[src/rtl/core/uqtd_pkg.sv]
// shared types and constants for the url query tokenizer and decoder
// no dependencies; used by every module of the block
package uqtd_pkg;

	// result kinds
	typedef enum logic [1:0] {
		KIND_NAME      = 2'd0,
		KIND_VALUE     = 2'd1,
		KIND_PAIR_END  = 2'd2,
		KIND_QUERY_END = 2'd3
	} kind_t;

	// percent escape progress
	typedef enum logic [1:0] {
		ESC_NONE = 2'd0,
		ESC_PCT  = 2'd1,
		ESC_HIGH = 2'd2
	} esc_t;

	// configuration register indexes
	localparam logic REG_DECODE_ENABLE = 1'b0;
	localparam logic REG_MAX_PAIRS     = 1'b1;

	localparam logic       DECODE_ENABLE_RST = 1'b1;
	localparam logic [7:0] PAIR_LIMIT        = 8'd16;

	// delimiter and escape characters
	localparam logic [7:0] CH_AMP   = 8'h26;
	localparam logic [7:0] CH_EQ    = 8'h3D;
	localparam logic [7:0] CH_PLUS  = 8'h2B;
	localparam logic [7:0] CH_PCT   = 8'h25;
	localparam logic [7:0] CH_SPACE = 8'h20;

	// one transaction can cause this many results
	localparam int MAX_RES  = 4;
	localparam int RIDX_W   = $clog2(MAX_RES);
	localparam int RCNT_W   = $clog2(MAX_RES + 1);

	// front to back queue
	localparam int QUEUE_DEPTH = 4;
	localparam int QPTR_W      = $clog2(QUEUE_DEPTH);

	typedef struct packed {
		kind_t      kind;
		logic [7:0] ch;
		logic [7:0] pnum;
		logic       last;
	} res_t;

	typedef struct packed {
		logic [RCNT_W-1:0]     cnt;
		res_t [MAX_RES-1:0]    res;
	} bundle_t;

	// write side of the queue
	typedef struct packed {
		logic    push;
		bundle_t data;
	} qwr_t;

endpackage

[src/rtl/core/uqtd_front.sv]
// front end: configuration registers, tokenizer state and per-byte classification
// builds the bundle of results caused by each input transaction; uses uqtd_pkg
module uqtd_front (
	input  logic                 clk,
	input  logic                 arst_n,
	input  logic                 accept,
	input  logic [7:0]           query_byte,
	input  logic                 end_of_query,
	input  logic                 cfg_we,
	input  logic                 cfg_index,
	input  logic [7:0]           cfg_wdata,
	output uqtd_pkg::qwr_t       qwr
);

	typedef struct packed {
		uqtd_pkg::esc_t esc;
		logic [3:0]     hi;
		logic           inval;
		logic [7:0]     pairs;
		logic           phb;
		logic           trunc;
		logic           stop;
	} fstate_t;

	typedef struct packed {
		fstate_t                                     st;
		logic [uqtd_pkg::RCNT_W-1:0]                 cnt;
		uqtd_pkg::res_t [uqtd_pkg::MAX_RES-1:0]      res;
	} ctx_t;

	fstate_t    state_q;
	fstate_t    state_nxt;
	logic       decode_en_q;
	logic [7:0] max_pairs_q;

	function automatic logic [4:0] hex_val(logic [7:0] b);
		logic [4:0] r;
		r = 5'd0;
		if (b >= 8'h30 && b <= 8'h39) begin
			r = {1'b1, b[3:0]};
		end else if ((b >= 8'h41 && b <= 8'h46) || (b >= 8'h61 && b <= 8'h66)) begin
			r = {1'b1, b[3:0] + 4'd9};
		end
		return r;
	endfunction

	function automatic ctx_t emit(ctx_t c, uqtd_pkg::kind_t k, logic [7:0] ch,
		logic [7:0] pn, logic last);
		ctx_t r;
		r = c;
		if (r.cnt < uqtd_pkg::RCNT_W'(uqtd_pkg::MAX_RES)) begin
			r.res[r.cnt[uqtd_pkg::RIDX_W-1:0]] = '{kind: k, ch: ch, pnum: pn, last: last};
			r.cnt = r.cnt + uqtd_pkg::RCNT_W'(1);
		end
		return r;
	endfunction

	function automatic ctx_t put_char(ctx_t c, logic [7:0] ch);
		ctx_t            r;
		uqtd_pkg::kind_t k;
		r = c;
		k = uqtd_pkg::KIND_NAME;
		if (r.st.inval) begin
			k = uqtd_pkg::KIND_VALUE;
		end
		if (!r.st.trunc) begin
			if (ch == 8'd0) begin
				r.st.trunc = 1'b1;
			end else begin
				r = emit(r, k, ch, r.st.pairs, 1'b0);
			end
		end
		return r;
	endfunction

	function automatic ctx_t flush_field(ctx_t c);
		ctx_t r;
		r = c;
		if (r.st.esc == uqtd_pkg::ESC_HIGH) begin
			r = put_char(r, {r.st.hi, 4'h0});
		end
		r.st.esc   = uqtd_pkg::ESC_NONE;
		r.st.hi    = 4'h0;
		r.st.trunc = 1'b0;
		return r;
	endfunction

	function automatic ctx_t close_pair(ctx_t c);
		ctx_t r;
		r = flush_field(c);
		r = emit(r, uqtd_pkg::KIND_PAIR_END, 8'd0, r.st.pairs, 1'b0);
		if (r.st.pairs != 8'hFF) begin
			r.st.pairs = r.st.pairs + 8'd1;
		end
		r.st.phb   = 1'b0;
		r.st.inval = 1'b0;
		return r;
	endfunction

	function automatic ctx_t field_byte(ctx_t c, logic [7:0] b, logic dec);
		ctx_t       r;
		logic [4:0] hv;
		logic       done;
		r    = c;
		hv   = hex_val(b);
		done = 1'b0;
		if (!r.st.trunc) begin
			if (r.st.esc == uqtd_pkg::ESC_PCT) begin
				r.st.esc = uqtd_pkg::ESC_NONE;
				if (hv[4]) begin
					r.st.hi  = hv[3:0];
					r.st.esc = uqtd_pkg::ESC_HIGH;
				end else begin
					r.st.trunc = 1'b1;
				end
			end else begin
				if (r.st.esc == uqtd_pkg::ESC_HIGH) begin
					r.st.esc = uqtd_pkg::ESC_NONE;
					if (hv[4]) begin
						r    = put_char(r, {r.st.hi, hv[3:0]});
						done = 1'b1;
					end else begin
						// high digit followed by a non-hex byte
						r = put_char(r, {r.st.hi, 4'h0});
						done = r.st.trunc;
					end
				end
				if (!done) begin
					if (dec && b == uqtd_pkg::CH_PLUS) begin
						r = put_char(r, uqtd_pkg::CH_SPACE);
					end else if (dec && b == uqtd_pkg::CH_PCT) begin
						r.st.esc = uqtd_pkg::ESC_PCT;
					end else begin
						r = put_char(r, b);
					end
				end
			end
		end
		return r;
	endfunction

	always_comb begin
		ctx_t cx;
		logic is_end;
		cx.st  = state_q;
		cx.cnt = '0;
		cx.res = '0;
		is_end = end_of_query || (query_byte == 8'd0);

		if (query_byte != 8'd0 && !cx.st.stop) begin
			if (!cx.st.phb) begin
				if (cx.st.pairs >= max_pairs_q) begin
					cx.st.stop = 1'b1;
				end else begin
					cx.st.phb   = 1'b1;
					cx.st.inval = 1'b0;
				end
			end
			if (cx.st.phb) begin
				if (query_byte == uqtd_pkg::CH_AMP) begin
					cx = close_pair(cx);
				end else if (query_byte == uqtd_pkg::CH_EQ && !cx.st.inval) begin
					cx          = flush_field(cx);
					cx.st.inval = 1'b1;
				end else begin
					cx = field_byte(cx, query_byte, decode_en_q);
				end
			end
		end

		if (is_end) begin
			if (cx.st.phb) begin
				cx = close_pair(cx);
			end
			cx    = emit(cx, uqtd_pkg::KIND_QUERY_END, 8'd0, cx.st.pairs, 1'b1);
			cx.st = '0;
		end

		state_nxt     = cx.st;
		qwr.push      = accept && (cx.cnt != '0);
		qwr.data.cnt  = cx.cnt;
		qwr.data.res  = cx.res;
	end

	always_ff @(posedge clk or negedge arst_n) begin
		if (!arst_n) begin
			state_q <= '0;
		end else if (accept) begin
			state_q <= state_nxt;
		end
	end

	always_ff @(posedge clk or negedge arst_n) begin
		if (!arst_n) begin
			decode_en_q <= uqtd_pkg::DECODE_ENABLE_RST;
			max_pairs_q <= uqtd_pkg::PAIR_LIMIT;
		end else if (cfg_we) begin
			unique case (cfg_index)
				uqtd_pkg::REG_DECODE_ENABLE: decode_en_q <= cfg_wdata[0];
				uqtd_pkg::REG_MAX_PAIRS:     max_pairs_q <= cfg_wdata;
				default:                     max_pairs_q <= max_pairs_q;
			endcase
		end
	end

endmodule

[src/rtl/core/uqtd_queue.sv]
// short bundle queue between the front and back ends
// register-based, single read port at the head; uses uqtd_pkg
module uqtd_queue (
	input  logic              clk,
	input  logic              arst_n,
	input  uqtd_pkg::qwr_t    qwr,
	input  logic              pop,
	output uqtd_pkg::bundle_t head,
	output logic              empty,
	output logic              full
);

	uqtd_pkg::bundle_t             mem_q [uqtd_pkg::QUEUE_DEPTH];
	logic [uqtd_pkg::QPTR_W-1:0]   wr_ptr_q;
	logic [uqtd_pkg::QPTR_W-1:0]   rd_ptr_q;
	logic [uqtd_pkg::QPTR_W:0]     count_q;

	assign head  = mem_q[rd_ptr_q];
	assign empty = (count_q == '0);
	assign full  = (count_q == (uqtd_pkg::QPTR_W+1)'(uqtd_pkg::QUEUE_DEPTH));

	always_ff @(posedge clk) begin
		if (qwr.push) begin
			mem_q[wr_ptr_q] <= qwr.data;
		end
	end

	always_ff @(posedge clk or negedge arst_n) begin
		if (!arst_n) begin
			wr_ptr_q <= '0;
			rd_ptr_q <= '0;
			count_q  <= '0;
		end else begin
			if (qwr.push) begin
				wr_ptr_q <= wr_ptr_q + uqtd_pkg::QPTR_W'(1);
			end
			if (pop) begin
				rd_ptr_q <= rd_ptr_q + uqtd_pkg::QPTR_W'(1);
			end
			if (qwr.push && !pop) begin
				count_q <= count_q + (uqtd_pkg::QPTR_W+1)'(1);
			end else if (pop && !qwr.push) begin
				count_q <= count_q - (uqtd_pkg::QPTR_W+1)'(1);
			end
		end
	end

endmodule

[src/rtl/core/uqtd_back.sv]
// back end: walks the results of the head bundle into the output register
// one result per cycle unless out_stall holds the output register; uses uqtd_pkg
module uqtd_back (
	input  logic              clk,
	input  logic              arst_n,
	input  uqtd_pkg::bundle_t head,
	input  logic              empty,
	output logic              pop,
	input  logic              out_stall,
	output logic              out_valid,
	output uqtd_pkg::res_t    out_res
);

	logic [uqtd_pkg::RIDX_W-1:0] idx_q;
	logic                        out_valid_q;
	uqtd_pkg::res_t              out_res_q;
	logic                        load;
	logic                        last_of_bundle;

	assign load           = !empty && (!out_valid_q || !out_stall);
	assign last_of_bundle = ({1'b0, idx_q} + uqtd_pkg::RCNT_W'(1)) == head.cnt;
	assign pop            = load && last_of_bundle;
	assign out_valid      = out_valid_q;
	assign out_res        = out_res_q;

	always_ff @(posedge clk or negedge arst_n) begin
		if (!arst_n) begin
			out_valid_q <= 1'b0;
			idx_q       <= '0;
		end else begin
			if (load) begin
				out_valid_q <= 1'b1;
				idx_q       <= last_of_bundle ? '0 : idx_q + uqtd_pkg::RIDX_W'(1);
			end else if (!out_stall) begin
				out_valid_q <= 1'b0;
			end
		end
	end

	always_ff @(posedge clk) begin
		if (load) begin
			out_res_q <= head.res[idx_q];
		end
	end

endmodule

[src/rtl/core/url_query_tokenizer_decoder.sv]
// url query tokenizer and percent decoder, top level; uses uqtd_pkg, uqtd_front,
// uqtd_queue and uqtd_back. results pass the queue, then the output register. throughput:
// one input byte per cycle with out_stall low and each byte yielding at most one result;
// a byte yielding k results (up to four) holds the single output register until all k are
// out. the four-entry bundle queue absorbs bursts; input stalls only when it is full.
// reset: asynchronous, clears tokenizer state and queue, decode_enable=1, max_pairs=16.
module url_query_tokenizer_decoder (
	input  logic       clk,
	input  logic       arst_n,
	// input channel
	input  logic       in_valid,
	output logic       in_stall,
	input  logic [7:0] query_byte,
	input  logic       end_of_query,
	// output channel
	output logic       out_valid,
	input  logic       out_stall,
	output logic [1:0] token_kind,
	output logic [7:0] char_out,
	output logic [7:0] pair_number,
	output logic       last_result,
	// configuration write port
	input  logic       cfg_we,
	input  logic       cfg_index,
	input  logic [7:0] cfg_wdata
);

	uqtd_pkg::qwr_t    qwr;
	uqtd_pkg::bundle_t q_head;
	uqtd_pkg::res_t    out_res;
	logic              q_empty;
	logic              q_full;
	logic              q_pop;
	logic              in_accept;

	// input transaction goes through whenever the queue has room
	assign in_stall  = q_full;
	assign in_accept = in_valid && !q_full;

	// front: classify each byte and build its result bundle combinationally
	uqtd_front u_front (
		.clk          (clk),
		.arst_n       (arst_n),
		.accept       (in_accept),
		.query_byte   (query_byte),
		.end_of_query (end_of_query),
		.cfg_we       (cfg_we),
		.cfg_index    (cfg_index),
		.cfg_wdata    (cfg_wdata),
		.qwr          (qwr)
	);

	// bundles with no results never enter the queue
	uqtd_queue u_queue (
		.clk    (clk),
		.arst_n (arst_n),
		.qwr    (qwr),
		.pop    (q_pop),
		.head   (q_head),
		.empty  (q_empty),
		.full   (q_full)
	);

	// back: serialize bundle results into the output register
	uqtd_back u_back (
		.clk       (clk),
		.arst_n    (arst_n),
		.head      (q_head),
		.empty     (q_empty),
		.pop       (q_pop),
		.out_stall (out_stall),
		.out_valid (out_valid),
		.out_res   (out_res)
	);

	assign token_kind  = out_res.kind;
	assign char_out    = out_res.ch;
	assign pair_number = out_res.pnum;
	assign last_result = out_res.last;

	// queue never written while full
	assert property (@(posedge clk) disable iff (!arst_n) qwr.push |-> !q_full)
		else $error("bundle pushed into full queue");

	// an empty bundle is never queued
	assert property (@(posedge clk) disable iff (!arst_n) qwr.push |-> (qwr.data.cnt != '0))
		else $error("empty bundle pushed");

	// last flag goes with the query-end kind only
	assert property (@(posedge clk) disable iff (!arst_n)
		out_valid |-> (last_result == (token_kind == uqtd_pkg::KIND_QUERY_END)))
		else $error("last_result does not match query-end kind");

	// marker results carry no character
	assert property (@(posedge clk) disable iff (!arst_n)
		(out_valid && (token_kind == uqtd_pkg::KIND_PAIR_END ||
			token_kind == uqtd_pkg::KIND_QUERY_END)) |-> (char_out == 8'd0))
		else $error("marker result carries a character");

endmodule
[config.mk]
export PLATFORM = sky130hd
export DESIGN_NAME = url_query_tokenizer_decoder
export DESIGN_NICKNAME = d
export VERILOG_FILES = /design/src/rtl/core/uqtd_pkg.sv /design/src/rtl/core/uqtd_front.sv /design/src/rtl/core/uqtd_queue.sv /design/src/rtl/core/uqtd_back.sv /design/src/rtl/core/url_query_tokenizer_decoder.sv
export SDC_FILE = /design/constraint.sdc
export NUM_CORES = 1
export LEC_CHECK = 0
export BUFFER_PORTS_ARGS = -buffer_cell sky130_fd_sc_hd__buf_2
export CAP_MARGIN = 20
export CORE_ASPECT_RATIO = 2
export CORE_UTILIZATION = 60
export DETAILED_ROUTE_END_ITERATION = 8
export PLACE_DENSITY = 0.77
export SLEW_MARGIN = 20
export SYNTH_ARGS = -nofsm -noshare
export SYNTH_HDL_FRONTEND = slang
export SYNTH_SLANG_ARGS = --single-unit
[constraint.sdc]
create_clock -name clk -period 12.9 [get_ports clk]
set_input_delay 1.935 -clock clk [delete_from_list [all_inputs] [get_ports clk]]
set_output_delay 1.935 -clock clk [all_outputs]
set_load 0.05 [all_outputs]
# Yosys cells after proc, flatten, opt, wreduce, memory -nomap -nowiden
# Memories as Yosys holds them, arrays and structs flattened.
# Cells that the tools add are included.
# Widths: inputs -> output; s select.
# op_classes
n_bitwise	1
mux	123
magnitude_cmp	23
n_reduce_logical	39
n_eq_ne	12
n_addsub	14
# op_table
op	count
$mux 97	15
$mux 81	8
$mux 79	8
$mux 90	7
$bwmux 76	6
$demux 19 s2	5
$mux 77	2
$mux 19	6
$mux 80	1
$mux 2	22
$bmux 19 s2	1
$eq 8x6->1 const B	4
$mux 5	6
$mux 1	29
$add 3x1->3 const B	6
$logic_and 1x1->1	18
$lt 2x3->1 const B	6
$add 8x1->8 const B	2
$ge 8x7->1 const B	2
$le 8x7->1 const B	2
$logic_not 8->1	2
$mux 8	2
$ne 8x8->1 const B	2
$lt 3x3->1 const B	5
25 further kinds	45
# word_totals
elab_cells	231
inputBits	23
reg_bits	56
memories	1
out_inout_bits	21
ramBits	316
# memory_table
memory	depth	width	read_ports	rd_ports_with_merged_regs	write_ports	line	rtl
u_queue.mem_q	4	79	1	0	1	uqtd_queue.sv:13	uqtd_pkg::bundle_t mem_q [uqtd_pkg::QUEUE_DEPTH];

# Logic depth before layout (Yosys ltp)
# logic_depth
ltp_word	75
mapped_depth	29

# By module
# A second synthesis with hierarchy kept.
# unflattened
hier_cells	1115
area_unflattened_um2	17445.5
# modules_own_cells
mod	area_each_um2	n_inst	cells_each	seq_area_each_um2
uqtd_queue	11873.9	1	447	9664.3
uqtd_front	4271.6	1	606	678.2
uqtd_back	1286.2	1	61	645.6
url_query_tokenizer_decoder	13.8	1	1	0.0

# Least setup slack after synthesis
# OpenSTA, ideal clock, no wires.
# synth_path
path_kind	input to register
startpoint	input query_byte[0]
endpoint	memory u_queue.mem_q[0][0] in the netlist's numbering (enable)
slack_ns	4.940
cell_stages	24
arrival_ns	7.524
path_buffers	0
path_cell_list	inv_1 ha_1 o21bai_1 a21oi_4 a41oi_4 a21oi_2 nor2_1 nor2_1 ha_1 o21ai_0 nor3_1 nand2b_1 inv_1 ha_1 mux2_2 ha_1 o21ai_0 ha_1 nor2_1 nand3_1 a211o_1 o31ai_1 a31oi_4 and2_1
# synth_rtl
element	line	rtl
from (decl)	url_query_tokenizer_decoder.sv:13	input logic [7:0] query_byte,
to (decl)	uqtd_queue.sv:13	

==> qor.txt <==
Number of vias after detailed routing: 9739
I/O pin count: 44
Cell Area, Synth: 16000 um^2
FF+latch count, synth: 340
Async set-reset flop share out of synthesis: 10.9%
Slew Viols, Final: 0
Core area: 26300 um^2
Period utilization: 59.7%
# H-tree levels: 1
CTS tree: done
Max cap viols: 0
Internal: 2.37 mW
Number of diodes: 0
Post-CTS setup buffers: 0
Worst skew pair latency: 0.56 ns
Sequential fraction of the synthesis area: 62.6%
Maximum buffer depth of the clock tree: 3
Syn avg cell area: 15.1 um^2
Synth Instances: 1058
Psw: 1.05 mW
Vias in the first global route: 10100
CP endpoint kind: register
Total GRT Usage: 28.7%
Initial DRC count: 892
Total Wirelength: 38.1 mm
EDFF count, synth: 303
CTS Sinks: 340
Die ar.: 27400 um^2
Routed Antenna Nets: 0
Critical Path RT: 13.07 ns
Part of the power in combinational logic: 28.7%
First-pass GRT wire length: 58.2 mm
Layout cell share with drive strength beyond 1: 21.3%
Leak: 6.28 nW
GRT overflow: 0
Die Ht: 233 um
Final setup margin: 5.20 ns
Sequential share of power: 46.0%
Clock-pin slew on the worst setup and hold paths: 0.07 ns
Status: finished, final reports clean
Hold_buf cts: 0
Max FO, Critical Path: 51
Critical path type: primary input to register
Hpwl dp: 25.5 mm
RSZ-0062 raised after global routing: false
Drt via density: 6.58
Cts repair resizes: 0
Cell Rows: 84
Final setup skew: 0.0264 ns
Synth cell types: 90
Clk pwr share: 25.3%
# setup viols final: 0
DR DRC count: 0
Largest net degree at the start of global routing: 72
Fin crit period: 7.70 ns
Critical path arrival: 7.88 ns
Worst Setup Slack post-DPL: 4.68 ns
Synth Warn #: 0
Startpoint types: primary input
Sw Ratio: 30.7%
1st-pass router iterations: 5
Area after DPL: 16600 um^2
Top cell by count, worst path: ha_1
Final hold viol count: 0
Hold Path Class: register to register
CP peak stage delay: 0.65 ns
Worst Tran Pin Value: 1.08 ns
RD Place Congestion: 1.00
Final nets: 1170
Initial core utilization: 61.0%
Drt wl/cell: 25.8 um
Reg2reg setup slack: 6.34 ns
F_max: 0.130 GHz
WP buf/inv: 4
FILL cells: 1900
Area Growth Syn to Fin: 10.0%
Slew headroom: 27.9%
CTS root buf: clkbuf_16
Number of port buffers: 43
Die Width: 118 um
Antenna violations before repair: 0
Delay-heaviest family, CP: compound AO/OA/AOI/OAI gates
Slowest-stage cell, CP: buf_4
TritonCTS Buffers: 28
VDD IR-drop max: 177 uV
Top_reg_cell synth: edfxtp_1
Post-route cell area: 17600 um^2
Setup_tns: 0 ns
Pwr/cell area: 194 nW/um^2
[kinds of logic after synthesis]
family	count (synthesis)	share of synthesized area, %
multiplexers	111	13.8
flip-flops	340	62.6
XOR/XNOR	16	0.968
adder cells (fa/ha/maj)	33	2.62
other	1	0.0234
AO/OA/AOI/OAI	188	8.47
AND/OR/NAND/NOR	287	9.50
buffers and inverters	82	2.05
[per-stage QoR]
| step | util, % | hold WS, ns | instances | total power, mW |
|---|---|---|---|---|
| after floorplan | - | 0.456 | 1073 | 2.31 |
| after global placement | 63.3 | 0.474 | 1426 | 2.55 |
| after detailed placement | 63.3 | 0.478 | 1426 | 2.58 |
| after CTS | 66.9 | 0.487 | 1477 | 3.44 |
| after global routing | 67.1 | 0.505 | 1479 | 3.56 |
| final | 67.1 | 0.487 | 1479 | 3.42 |
[synth_stat cells (all sizes together) (11+ instances only)]
cell,n,area (um^2)
inv,36,135
edfxtp,303,9100
nor2,60,230
mux2,14,158
a21oi,36,199
mux2i,11,114
nand2,84,315
buf,18,88.8
o22ai,13,81.3
clkbuf,27,101
mux4,86,1940
and2,12,75.1
xnor2,11,111
nand3,28,145
o21ai,43,230
nor3,30,193
ha,32,400
nand2b,15,93.8
dfrtp,35,876
[layout by cell type (no fill, tap or decap), types with 8 or more instances in the layout]
master and n:
buf_2 43, dfrtp_1 33, mux2i_1 10, xnor2_1 9
nor2b_1 8, mux2_2 13, mux4_2 86, inv_1 35
a21oi_1 33, conb_1 16, nand2_1 84, clkbuf_16 29
and3_1 9, nor2_1 58, nand3_1 27, ha_1 32
o22ai_1 13, nor3_1 24, and2_1 8, buf_4 11
a21o_1 10, a31oi_1 8, edfxtp_1 303, o21ai_0 36
nand2b_1 15
[state kept, by name (all words and copies together) (netlist names)]
name and cells:
u_queue.rd_ptr_q 2, u_back.out_res 19, u_front.decode_en_q 1, u_back.idx_q 2
u_queue.wr_ptr_q 2, u_front.state_q 18, u_back.out_valid 1, u_queue.count_q 3
u_front.max_pairs_q 8, u_queue.mem_q 284
[path summary, 6_finish.rpt]
check	startpoint	to	cells past startpoint
min in group asynchronous	arst_n	u_queue.wr_ptr_q[1]	1
worst min register to register	u_queue.count_q[2]	u_queue.count_q[2]	1
worst min-delay path	u_queue.count_q[2]	u_queue.count_q[2]	1
worst max register to register	u_front.state_q[5]	u_queue.mem_q[3][53]	21
max in group asynchronous	arst_n	u_queue.rd_ptr_q[0]	1
worst max-delay path	query_byte[0]	u_queue.mem_q[3][53]	26
[area by class of cell]
type,instances,area (um^2),share of cell area [%]
Clock buffer,35,778,4.41
Timing Repair Buffer,56,353,2.00
Inverter,37,139,0.788
Tap cell,344,430,2.44
Sequential cell,340,10000,56.9
Multi-Input combinational cell,651,5730,32.5
Clock inverter,16,166,0.944
[layer usage]
layer	vias up	wire length (um)	track usage (%)
li1	4279	-	-
met1	4894	13300	31.6
met2	441	20500	52.5
met5	-	0	0
met4	0	2310	18.4
met3	125	2030	3.15
[power by group through the flow]
stage / Clock, mW / Sequential, mW / Combinational (mW)
floorplan: 0 / 1.65 / 0.659
finish: 0.866 / 1.57 / 0.984
global placement: 0 / 1.58 / 0.965
detailed placement: 0 / 1.60 / 0.977
global route: 0.914 / 1.60 / 1.05
CTS: 0.875 / 1.58 / 0.986
(Power assumes the default switching activity.)
